## src/sv/dlc_pkg.sv

```systemverilog
// Shared types and constants for the door lock controller.
package dlc_pkg;

    localparam int unsigned ELAPSED_W  = 8;
    localparam int unsigned COUNTER_W  = 16;
    localparam int unsigned IN_DATA_W  = 16;
    localparam int unsigned OUT_DATA_W = 16;

    localparam logic [COUNTER_W-1:0] AUTO_LOCK_RESET = 16'd10000;
    localparam logic [COUNTER_W-1:0] COUNTER_MAX     = 16'hFFFF;

    typedef enum logic [1:0] {
        MODE_LOCKED = 2'd0,
        MODE_WAIT   = 2'd1,
        MODE_OPEN   = 2'd2
    } t_mode;

    typedef enum logic [2:0] {
        EVT_NONE           = 3'd0,
        EVT_UNLOCKED       = 3'd1,
        EVT_OPENED         = 3'd2,
        EVT_CLOSED_LOCKED  = 3'd3,
        EVT_TIMEOUT_LOCKED = 3'd4
    } t_event;

    typedef struct packed {
        logic [ELAPSED_W-1:0] elapsed_ms;
        logic                 door_level;
        logic                 sensor_edge;
        logic                 unlock_req;
    } t_pass;

    typedef struct packed {
        t_event second_event;
        t_event first_event;
        t_mode  door_mode;
        logic   lock_engaged;
    } t_result;

endpackage

```

## src/sv/door_lock_controller_top.sv

```systemverilog
// Door lock controller: one poll pass in, one status beat out.
//
//  channel   dir  handshake                     payload (lowest bit up)
//  s_axis    in   i_s_axis_tvalid/o_s_axis_tready  unlock_req, sensor_edge,
//                                                door_level, elapsed_ms[7:0]
//  m_axis    out  o_m_axis_tvalid/i_m_axis_tready  lock_engaged, door_mode[1:0],
//                                                first_event[2:0], second_event[2:0]
//  cfg       in   i_cfg_wen                     auto_lock_ms[15:0]
//
// A pass is taken into an input register, evaluated by combinational logic
// and lands in the result register; one pass is accepted per cycle while
// the output is not stalled. Controller state updates when the pass moves
// into the result register.
// Synchronous active-low reset: locked, door closed, counter zero,
// auto_lock_ms 10000, both stages empty.
// A stalled output holds its beat; the input register still takes one more
// beat, after which s_axis backs up.
module door_lock_controller_top
    import dlc_pkg::*;
(
    input  logic                  i_clk,
    input  logic                  i_rst_n,
    input  logic                  i_s_axis_tvalid,
    output logic                  o_s_axis_tready,
    // [0] unlock_req, [1] sensor_edge, [2] door_level, [10:3] elapsed_ms, rest zero
    input  logic [IN_DATA_W-1:0]  i_s_axis_tdata,
    output logic                  o_m_axis_tvalid,
    input  logic                  i_m_axis_tready,
    // [0] lock_engaged, [2:1] door_mode, [5:3] first_event, [8:6] second_event,
    // rest zero
    output logic [OUT_DATA_W-1:0] o_m_axis_tdata,
    input  logic                  i_cfg_wen,
    input  logic [COUNTER_W-1:0]  i_cfg_wdata
);

    localparam int unsigned PASS_W = $bits(t_pass);
    localparam int unsigned RES_W  = $bits(t_result);

    // Pipeline registers
    logic                 r_in_valid;
    t_pass                r_in;
    logic                 r_out_valid;
    t_result              r_out;

    // Controller state
    t_mode                r_mode,    n_mode;
    logic                 r_open,    n_open;
    logic                 r_pending, n_pending;
    logic [COUNTER_W-1:0] r_count,   n_count;
    logic [COUNTER_W-1:0] r_auto_lock;

    t_result              n_out;
    logic                 out_free;
    logic                 advance;
    logic [COUNTER_W:0]   sum;

    // Result register can load when empty or draining this cycle.
    assign out_free        = !r_out_valid || i_m_axis_tready;
    assign advance         = r_in_valid && out_free;
    assign o_s_axis_tready = !r_in_valid || advance;

    assign o_m_axis_tvalid = r_out_valid;
    assign o_m_axis_tdata  = {{(OUT_DATA_W-RES_W){1'b0}}, r_out};

    // Evaluate one pass in order: count, unlock, sensor, timeout.
    always_comb begin
        t_event ev1;
        t_event ev2;
        ev1 = EVT_NONE;
        ev2 = EVT_NONE;

        // Saturating wait counter
        sum = {1'b0, r_count} + {{(COUNTER_W+1-ELAPSED_W){1'b0}}, r_in.elapsed_ms};
        n_count = sum[COUNTER_W] ? COUNTER_MAX : sum[COUNTER_W-1:0];
        n_mode    = r_mode;
        n_open    = r_open;
        n_pending = r_pending | r_in.sensor_edge;

        if (r_in.unlock_req && r_mode == MODE_LOCKED) begin
            n_count = '0;
            n_mode  = MODE_WAIT;
            ev1     = EVT_UNLOCKED;
        end

        // Edge seen while locked stays pending.
        if (n_pending && n_mode != MODE_LOCKED) begin
            n_pending = 1'b0;
            if (r_in.door_level != r_open) begin
                if (r_in.door_level) begin
                    n_mode = MODE_OPEN;
                    if (ev1 == EVT_NONE) ev1 = EVT_OPENED;
                    else                 ev2 = EVT_OPENED;
                end else begin
                    n_mode = MODE_LOCKED;
                    if (ev1 == EVT_NONE) ev1 = EVT_CLOSED_LOCKED;
                    else                 ev2 = EVT_CLOSED_LOCKED;
                end
            end
            n_open = r_in.door_level;
        end

        // Auto-lock while still waiting for the door to open
        if (n_mode == MODE_WAIT && n_count >= r_auto_lock) begin
            n_mode = MODE_LOCKED;
            if (ev1 == EVT_NONE) ev1 = EVT_TIMEOUT_LOCKED;
            else                 ev2 = EVT_TIMEOUT_LOCKED;
        end

        n_out.lock_engaged = (n_mode == MODE_LOCKED);
        n_out.door_mode    = n_mode;
        n_out.first_event  = ev1;
        n_out.second_event = ev2;
    end

    // Handshake and state registers
    always_ff @(posedge i_clk) begin
        if (!i_rst_n) begin
            r_in_valid  <= 1'b0;
            r_out_valid <= 1'b0;
            r_mode      <= MODE_LOCKED;
            r_open      <= 1'b0;
            r_pending   <= 1'b0;
            r_count     <= '0;
            r_auto_lock <= AUTO_LOCK_RESET;
        end else begin
            if (i_cfg_wen) begin
                r_auto_lock <= i_cfg_wdata;
            end
            if (o_s_axis_tready) begin
                r_in_valid <= i_s_axis_tvalid;
            end
            if (out_free) begin
                r_out_valid <= r_in_valid;
            end
            // Commit controller state as the pass moves on
            if (advance) begin
                r_mode    <= n_mode;
                r_open    <= n_open;
                r_pending <= n_pending;
                r_count   <= n_count;
            end
        end
    end

    // Payload registers, no reset
    always_ff @(posedge i_clk) begin
        if (o_s_axis_tready && i_s_axis_tvalid) begin
            r_in <= t_pass'(i_s_axis_tdata[PASS_W-1:0]);
        end
        if (advance) begin
            r_out <= n_out;
        end
    end

endmodule

```

## config.mk

```make
export PLATFORM = sky130hd
export DESIGN_NAME = door_lock_controller_top
export DESIGN_NICKNAME = d
export VERILOG_FILES = /design/src/sv/dlc_pkg.sv /design/src/sv/door_lock_controller_top.sv
export SDC_FILE = /design/constraint.sdc
export NUM_CORES = 1
export LEC_CHECK = 0
export BUFFER_PORTS_ARGS = -buffer_cell sky130_fd_sc_hd__buf_4
export CAP_MARGIN = 30
export CORE_MARGIN = 4
export CORE_UTILIZATION = 30
export CTS_BUF_LIST = sky130_fd_sc_hd__clkbuf_2
export DETAILED_ROUTE_END_ITERATION = 8
export PLACE_DENSITY = 0.55
export SYNTH_ARGS = -nofsm -noshare
export SYNTH_HDL_FRONTEND = slang
export SYNTH_SLANG_ARGS = --single-unit
```

## constraint.sdc

```tcl
create_clock -name i_clk -period 8.4 [get_ports i_clk]
set_clock_uncertainty 0.2 [all_clocks]
set_input_delay 1.68 -clock i_clk [delete_from_list [all_inputs] [get_ports i_clk]]
set_output_delay 1.68 -clock i_clk [all_outputs]
set_load 0.005 [all_outputs]
```

# Word-level counts from Yosys, hierarchy flattened
# Index checks and enable logic that the tools add are counted.
# W data, S select, Z words.
# classes
order_cmp	1
bitwise	1
n_reduce_logical	15
n_mux	23
add_sub_neg	1
eq_ne	2
# ops
op	n
$mux W3	12
$mux W16	2
$add A16 B8 Y17	1
$ge A16 B16 Y1	1
$mux W2	7
$logic_not A3 Y1	2
$logic_and A1 B1 Y1	5
$logic_not A2 Y1	2
$eq A2 B1 Y1 const B	1
$logic_not A1 Y1	2
$logic_or A1 B1 Y1	2
$mux W1	2
$reduce_and A2 Y1	1
$reduce_bool A2 Y1	1
$ne A1 B1 Y1	1
$or A1 B1 Y1	1
# word_totals
register_bits	58
in_bits	37
word_cells	58
out_inout_bits	18

# Depth between registers and ports, before layout
# Gate-level depths: netlist (run 1).
# logic_depth
depth_word	11
depth_mapped	15
ltp_nobuf	15

# Worst setup path before layout (run 1)
# OpenSTA, ideal clock, no wires.
# synth_path
path_kind	input to output
from	input port i_m_axis_tready
to	output port o_s_axis_tready
path_slack_ns	4.574
t_required_ns	6.520
n_path_buf	0
path_stages	2
arrival_ns	1.946
path_cell_list	nor2b_1 > nand2_1
# synth_between
elab_chain_len	3
# synth_lines
element	line_no	rtl
start, declared	door_lock_controller_top.sv:28	input logic i_m_axis_tready,
$logic_or A1 B1 Y1	door_lock_controller_top.sv:58	assign out_free = !r_out_valid || i_m_axis_tready;
$logic_and A1 B1 Y1	door_lock_controller_top.sv:59	assign advance = r_in_valid && out_free;
$logic_or A1 B1 Y1	door_lock_controller_top.sv:60	assign o_s_axis_tready = !r_in_valid || advance;
end, declared	door_lock_controller_top.sv:24	output logic o_s_axis_tready,
# Every way passes these cells.

==> results.txt, run 1 <==
In this run the number of H-tree levels came out at 3. For this design the top-level I/O count stands at between 50 and 60. The netlist area before placement is 3198 sq um. The initial standard-cell utilization of the core is 0.3084. The sequential cell area came out at between 1000 and 1500 sq um. The top cell type's share of synthesized area came out at 0.2379. The count of maximum capacitance violations came out at 0.

The Yosys warning count came out at 0. The worst-margin pin slew is 0.8607 ns. The worst min-delay path category is flop to flop. The worst-case vdd ir drop came out at around 0.086 mV. The final instance area came out at around 3700 sq um. The startpoint type of the worst setup path is a flop. After synthesis, the mean cell area works out to between 9 and 10 sq um. The first-pass iteration count of the detailed router is 4.

0 antenna diodes ended up in the layout. The count of buffers from port buffering came out at 42. The number of buffers on the longest clock path came out at 2. The detail route stage leaves a number of antenna-violating nets equal to 0. The power per standard cell area came out at 165.6 nW/um^2.

The combined global-route utilization of all metal layers is 0.1191. The total overflow reported by the global router is 0. By area the synthesized netlist is led by dfxtp_1 24%, edfxtp_1 19%, ha_1 9.4%. The footprint of the multi-input gates came out at roughly 1700 sq um. The final weighted congestion in routability-driven placement came out at about 0.79. The HPWL after detailed placement is roughly 5300 microns. The post-synthesis share of cell area spent on full adders, half adders and majority gates is 0.1002. The number of buffers inserted by post-CTS setup repair is 0.

Setup violations remaining at the end of the flow were counted as 0. Based on the critical path, the design can be clocked at up to 0.2107 GHz. The number of global-route vias before repair came out at 2599.

The most instantiated library cell after synthesis is nor2_1. The DRC violations left is 0. At the worst endpoint, the arrival time is about 4.8 ns. The combinational family with the most area after synthesis is compound AO/OA/AOI/OAI gates.

The post-cts hold buffer count came out at 0. The hold violation total from the final report came out at 0. Setup repair after global routing left no endpoint under its margin.

The floorplan step defined a die boundary enclosing between 10000 and 15000 sq um. The worst slew slack as a fraction of its limit came out at 0.4227. After detailed routing, the number of vias per cell comes to 4.947. The die span in x came out at 111.3 microns.

The final count of pins violating max slew is 0. For the final routed database, the setup TNS stands at 0 ns. The maximum net fanout on the critical path is 9.

The post-CTS resize count came out at 0. Ranked by instance count, the synthesized netlist is headed by 50 x nor2_1, 38 x dfxtp_1, 26 x a21oi_1, 24 x ha_1. The synthesized flop and latch total is between 50 and 60. The portion of synthesized area spent on multiplexers is 0.03756.

The layout filler cell count came out at roughly 1100. The first-pass GRT wire length is between 10000 and 15000 microns. At the worst endpoint, the required time is ~8.4 ns. The insertion delay to the later sink of the worst-skew pair is between 0.4 and 0.5 ns. Clock tree synthesis selected as its root buffer the cell clkbuf_2. The core area is just over 10000 sq um. Entering global routing, the biggest net connects 28 pins. The proportion of layout cells with a drive suffix above 1 came out at 0.1501. The y dimension of the die came out at 111.3 microns. The final period utilization is 0.5651. The sequential element share of the synthesized area is 0.4257. The post-synthesis compound-gate area fraction is 0.2066. The share of synthesized flip-flops with an asynchronous set or reset came out at 0.

The total via count after detailed routing is around 2600. The row count came out at 37. The register clock-pin slew on the reported worst setup and hold paths came out at about 0.18 ns. The analysis attributes to cell leakage a power of 1.581 nW. The worst setup path is of the flop to flop kind. The clock tree from TritonCTS is yes. The xor and xnor area share after synthesis came out at 0.01643. The detailed-route wire length per cell came out at ~13 microns.

The CTS sink count came out at 58. dfxtp_1 takes more of the synthesized area than any other cell. The instance area after placement came out at around 3600 sq um. The flow ran to the end, and the final reports show no timing, DRC or antenna violations. Synthesis instantiated between 50 and 60 different standard cells from the library.

The number of nets in the layout is 450. The number of enable-type register cells in the synthesized netlist is 20. The number of antenna violations at the first check in global routing was 0.

The kind of end point of the critical path is a flop. The synthesized instance count came out at around 350. The violation count after the first detailed-route iteration came out at ~110. The most frequently used flop master after synthesis is dfxtp_1. Compared with the post-synthesis result, the final layout area differs by 16.78%. The number of buffers created by CTS is 9. Of the total synthesized cell area, the portion taken by AND, OR, NAND and NOR gates is 0.1565. The routed wire length came out at between 7000 and 8000 microns. The shortest period the worst path allows came out at 4.747 ns.
## cell families after synthesis
family | Yosys count
simple gates | 109
compound gates | 97
flops | 58
buf+inv | 40
fa+ha+maj | 25
mux | 12
xor+xnor | 6
other cells | 1
## routing by layer
layer	global-route usage	wire length [microns]	up-vias
met5	0	0	-
met4	0.02433	61	0
met3	0.04039	302	5
met2	0.2023	3455	45
met1	0.1469	3279	1232
li1	-	-	1335
## final cells by class
type,count,area share
Multi-Input combinational cell,256,0.4499
Sequential cell,58,0.3645
Timing Repair Buffer,42,0.08442
Tap cell,136,0.04556
Clock inverter,7,0.02245
Inverter,21,0.02111
Clock buffer,9,0.01206
## flip-flops by register name (all words and copies together) (netlist names)
signal,cells
r_auto_lock,16
o_m_axis_tdata,9
r_open,1
r_in_valid,1
r_in,11
r_pending,1
o_m_axis_tvalid,1
r_count,16
r_mode,2
## metrics by stage
| stage | hold slack [ns] | power (mW) | cells | setup slack, ns | util |
|---|---|---|---|---|---|
| final | 0.2879 | 0.6184 | 529 | 3.653 | 0.3602 |
| after global routing | 0.3193 | 0.6533 | 529 | 3.294 | 0.3602 |
| after global placement | 0.2645 | 0.4235 | 513 | 3.555 | 0.3477 |
| after floorplan | 0.2400 | 0.3933 | 354 | 4.574 | - |
| after CTS | 0.2883 | 0.6265 | 529 | 3.627 | 0.3602 |
| after detailed placement | 0.2663 | 0.4266 | 513 | 3.515 | 0.3477 |
## path summary, 6_finish.rpt
check | from | to | slack [ns] | cells after the start
worst max-delay path | r_in[3]$_DFFE_PP_ | o_m_axis_tdata[0]$_DFFE_PP_ | 3.65 | 13
worst max register to register | r_in[3]$_DFFE_PP_ | o_m_axis_tdata[0]$_DFFE_PP_ | 3.65 | 13
worst min-delay path | r_count[2]$_SDFFE_PN0P_ | r_count[2]$_SDFFE_PN0P_ | 0.29 | 2
worst min register to register | r_count[2]$_SDFFE_PN0P_ | r_count[2]$_SDFFE_PN0P_ | 0.29 | 2
## cells in the final DEF (no fill, tap or decap), types with 6 or more instances in the layout
| master | instances |
|---|---|
| o211ai_1 | 7 |
| buf_4 | 42 |
| dfxtp_1 | 38 |
| o21a_1 | 7 |
| nor2_1 | 50 |
| a21o_1 | 6 |
| a21oi_1 | 26 |
| o21ai_0 | 12 |
| conb_1 | 7 |
| ha_1 | 24 |
| nand2_1 | 19 |
| nor3_1 | 10 |
| mux2i_1 | 12 |
| edfxtp_1 | 20 |
| clkbuf_2 | 9 |
| nand3_1 | 9 |
| inv_1 | 20 |
| a211oi_1 | 7 |
## power breakdown
part	switching (mW)	internal, mW	total [mW]
registers	0.00794	0.306	0.314
clock network	0.104	0.0952	0.199
logic	0.0594	0.0457	0.105
total	0.172	0.447	0.618
## worst max-delay path, stage by stage, from the launching register on
cell and delay [ns]:
edfxtp_1 0.40, ha_1 0.23, fa_1 0.43, a211oi_1 0.29, o21bai_1 0.21, o211ai_1 0.70, a21oi_1 0.24, ha_1 0.37
a211oi_1 0.22, o21ai_0 0.14, a21oi_1 0.15, o21ai_0 0.14, a211oi_1 0.62, a21oi_1 0.14
Power figures use the tool's default switching activity.
==> inputs of run 2 (changes only) <==
- PLACE_DENSITY: 0.55 -> 0.57
- clock period: 8.4 -> 3.8 ns (I/O delays scaled with it)
==> results.txt, run 2 (synthesized netlist as in run 1, its figures left out) <==
The worst endpoint data arrival time came out at 3.69 ns (was 4.76 ns). The proportion of layout cells with a drive suffix above 1 came out at 0.2379 (was 0.1501). The count of endpoints failing setup in the final report is 0 (unchanged). The clock share of power is 0.286 (was 0.322). The number of cells on the worst hold path came out at 1 (was 2). Unrepaired setup endpoints after global routing: no (unchanged). The die footprint is 12380 sq um (unchanged). The number of global-route vias before repair was 2651 (was 2599). The setup TNS came to 0 ns (unchanged).

The final period utilization came out at 0.9627 (was 0.5651). The detailed-route wire length per cell is 13.17 microns (was 13.42 microns). The final instance area is 3943 sq um (was 3735 sq um).

The first-pass GRT wire length came out at 12200 microns (was 12120 microns). The maximum frequency from static timing analysis was 0.2733 GHz (was 0.2107 GHz). The setup slack after placement was -0.2137 ns (was 3.515 ns). The DRC violations left came out at 0 (unchanged). The worst endpoint required time came out at 3.83 ns (was 8.42 ns). The count of buffers from port buffering is 42 (unchanged).

The final weighted congestion in routability-driven placement was 0.8322 (was 0.7911). The kind of end point of the critical path is a flop (unchanged). The fraction of power spent switching nets came out at 0.2964 (was 0.2774). The HPWL after detailed placement came out at 5339 microns (was 5296 microns).

The hold violation total from the final report came out at 0 (unchanged). The clock root buffer was clkbuf_2 (unchanged). The slack of the worst reg-to-reg path came out at 0.14 ns (was 3.65 ns). The layout filler cell count is 1049 (was 1117). The CTS sink count came to 58 (unchanged). The final worst slack is 0.1416 ns (was 3.653 ns).

The reported leakage power was 1.673 nW (was 1.581 nW). The start of the worst register-to-register path is r_in[3]$_DFFE_PP_ (unchanged). The total overflow reported by the global router was 0 (unchanged). The most common cell after layout, fill and taps aside is buf_4 (was nor2_1). The violation count after the first detailed-route iteration came out at 134 (was 107). The maximum net fanout on the critical path is 6 (was 9). The y dimension of the die came out at 111.3 microns (unchanged). The post-cts hold buffer count is 0 (unchanged).

The worst-case vdd ir drop is 0.1731 mV (was 0.08557 mV). The clock tree from TritonCTS was yes (unchanged). The count of cells along the worst register-to-register path is 15 (was 13).

The CTS H-tree depth came to 3 (unchanged). The worst min-delay path category is primary input to flop (was flop to flop). The detail-routed via count per cell came to 4.918 (was 4.947).

The worst hold path startpoint is i_s_axis_tdata[0] (was r_count[2]$_SDFFE_PN0P_). The I/O pin total came to 55 (unchanged). The combined global-route utilization of all metal layers is 0.1203 (was 0.1191).

The class of the most critical setup path is flop to flop (unchanged). The final core utilization came out at 0.3802 (was 0.3602). The number of buffers created by CTS is 9 (unchanged).

Outcome: complete, no violations (unchanged). The total chip power is 1.347 mW (was 618.4 uW). The count of antenna-violating nets left after detailed routing is 0 (unchanged). The internal power consumption is 947.3 uW (was 446.8 uW). The total via count after detailed routing is 2695 (was 2617). The row count was 37 (unchanged). The worst slew slack as a fraction of its limit was 0.5214 (was 0.4227). The first-pass iteration count of the detailed router came out at 4 (unchanged). The relative contribution of sequential cells to total power came out at 0.516 (was 0.508). The startpoint type of the worst setup path is a flop (unchanged). The register clock-pin slew on the reported worst setup and hold paths is 0.18 ns (about the same).

The power per standard cell area is 341.5 nW/um^2 (was 165.6 nW/um^2). The initial standard-cell utilization of the core is 0.3084 (unchanged). The number of nets in the layout came out at 469 (was 450). Top flop regs: r_auto_lock (16), r_count (16), r_in (11) (unchanged). The count of non-filler cells in the finished layout came out at 548 (was 529). The count of placed standard cells including taps came out at 529 (was 513). The number of antenna violations at the first check in global routing is 0 (unchanged). The capture endpoint of the worst hold path is r_in[0]$_DFFE_PP_ (was r_count[2]$_SDFFE_PN0P_). The die span in x came out at 111.3 microns (unchanged). The worst slack on hold paths came out at 0.2240 ns (was 0.2879 ns). The final count of pins violating max slew came out at 0 (unchanged).

The count of maximum capacitance violations came to 0 (unchanged). The pin count of the biggest net entering global routing came out at 22 (was 28). The instance area after placement came out at 3726 sq um (was 3606 sq um). The worst-margin pin slew was 0.7172 ns (was 0.8607 ns). The critical register-to-register path endpoint is o_m_axis_tdata[0]$_DFFE_PP_ (unchanged). The synthesis-to-finish area growth came to 23.28% (was 16.78%). The power dissipated by switching net loads came out at 399.2 uW (was 171.5 uW). Highest-count cells in the layout ignoring fill and taps: 61 x buf_4, 48 x nor2_1, 38 x dfxtp_1, 23 x a21oi_1, 22 x ha_1 (was 50 x nor2_1, 42 x buf_4, 38 x dfxtp_1, 26 x a21oi_1, 24 x ha_1). The routed wire length is 7216 microns (was 7099 microns). The number of buffers on the longest clock path came out at 2 (unchanged). The shortest period the worst path allows is 3.658 ns (was 4.747 ns). The core area came out at 10370 sq um (unchanged). The logic gate share of total power came out at 0.198 (was 0.170).

The number of diodes is 0 (unchanged). The insertion delay to the later sink of the worst-skew pair came out at 0.49 ns (was 0.48 ns).
run 2: area by class of cell:
type                       instances  area [sq um]  share of cell area
clock inverter                     6         57.56             0.01460
inverter                          21         78.83             0.01999
clock buffer                      10         50.05             0.01269
timing repair buffer              61         457.9              0.1162
sequential                        58          1361              0.3453
multi-input combinational        256          1767              0.4481
tap                              136         170.2             0.04316
run 2: timing repair:
item                                    CTS  global route
setup buffers                             2             1
pin swaps                                 9            10
gates resized for setup                   7            17
endpoints found under the setup margin    5             5
run 2: routing by layer:
layer  GRT usage  share of wire  vias up
met5           0              0        -
met4     0.04298          0.019        0
met3     0.03548          0.047       13
met2      0.2031           0.48       51
met1      0.1453           0.46     1253
li1            -              -     1378
run 2: critical path, cell delays in order, from the launching register on:
cell,delay [ns]
edfxtp_1,0.41
ha_2,0.20
fa_2,0.36
a211oi_2,0.25
o21bai_2,0.15
o211ai_1,0.22
buf_4,0.18
a21oi_1,0.08
ha_1,0.34
a21o_1,0.17
a21o_1,0.16
a21oi_1,0.16
o21ai_2,0.09
a211oi_2,0.18
buf_4,0.18
a21oi_1,0.07
run 2: worst max path at each step:
stage	start	to	slack [ns]	cells past startpoint
6_report	r_in[3]$_DFFE_PP_	o_m_axis_tdata[0]$_DFFE_PP_	0.14	15
5_1_grt	r_in[3]$_DFFE_PP_	o_m_axis_tdata[0]$_DFFE_PP_	0.008	16
2_1_floorplan	r_in[3]$_DFFE_PP_	o_m_axis_tdata[0]$_DFFE_PP_	0.001	13
3_5_place_dp	r_in[3]$_DFFE_PP_	o_m_axis_tdata[0]$_DFFE_PP_	-0.21	15
4_1_cts	r_in[3]$_DFFE_PP_	o_m_axis_tdata[0]$_DFFE_PP_	0.009	15
3_3_place_gp	r_in[3]$_DFFE_PP_	o_m_axis_tdata[0]$_DFFE_PP_	-0.21	15
run 2: power by group through the flow:
| stage | Combinational (mW) | Sequential (mW) | Clock (mW) |
|---|---|---|---|
| finish | 0.267 | 0.694 | 0.385 |
| CTS | 0.250 | 0.694 | 0.407 |
| global route | 0.304 | 0.699 | 0.433 |
| floorplan | 0.166 | 0.703 | 0 |
| detailed placement | 0.245 | 0.707 | 0 |
| global placement | 0.241 | 0.707 | 0 |
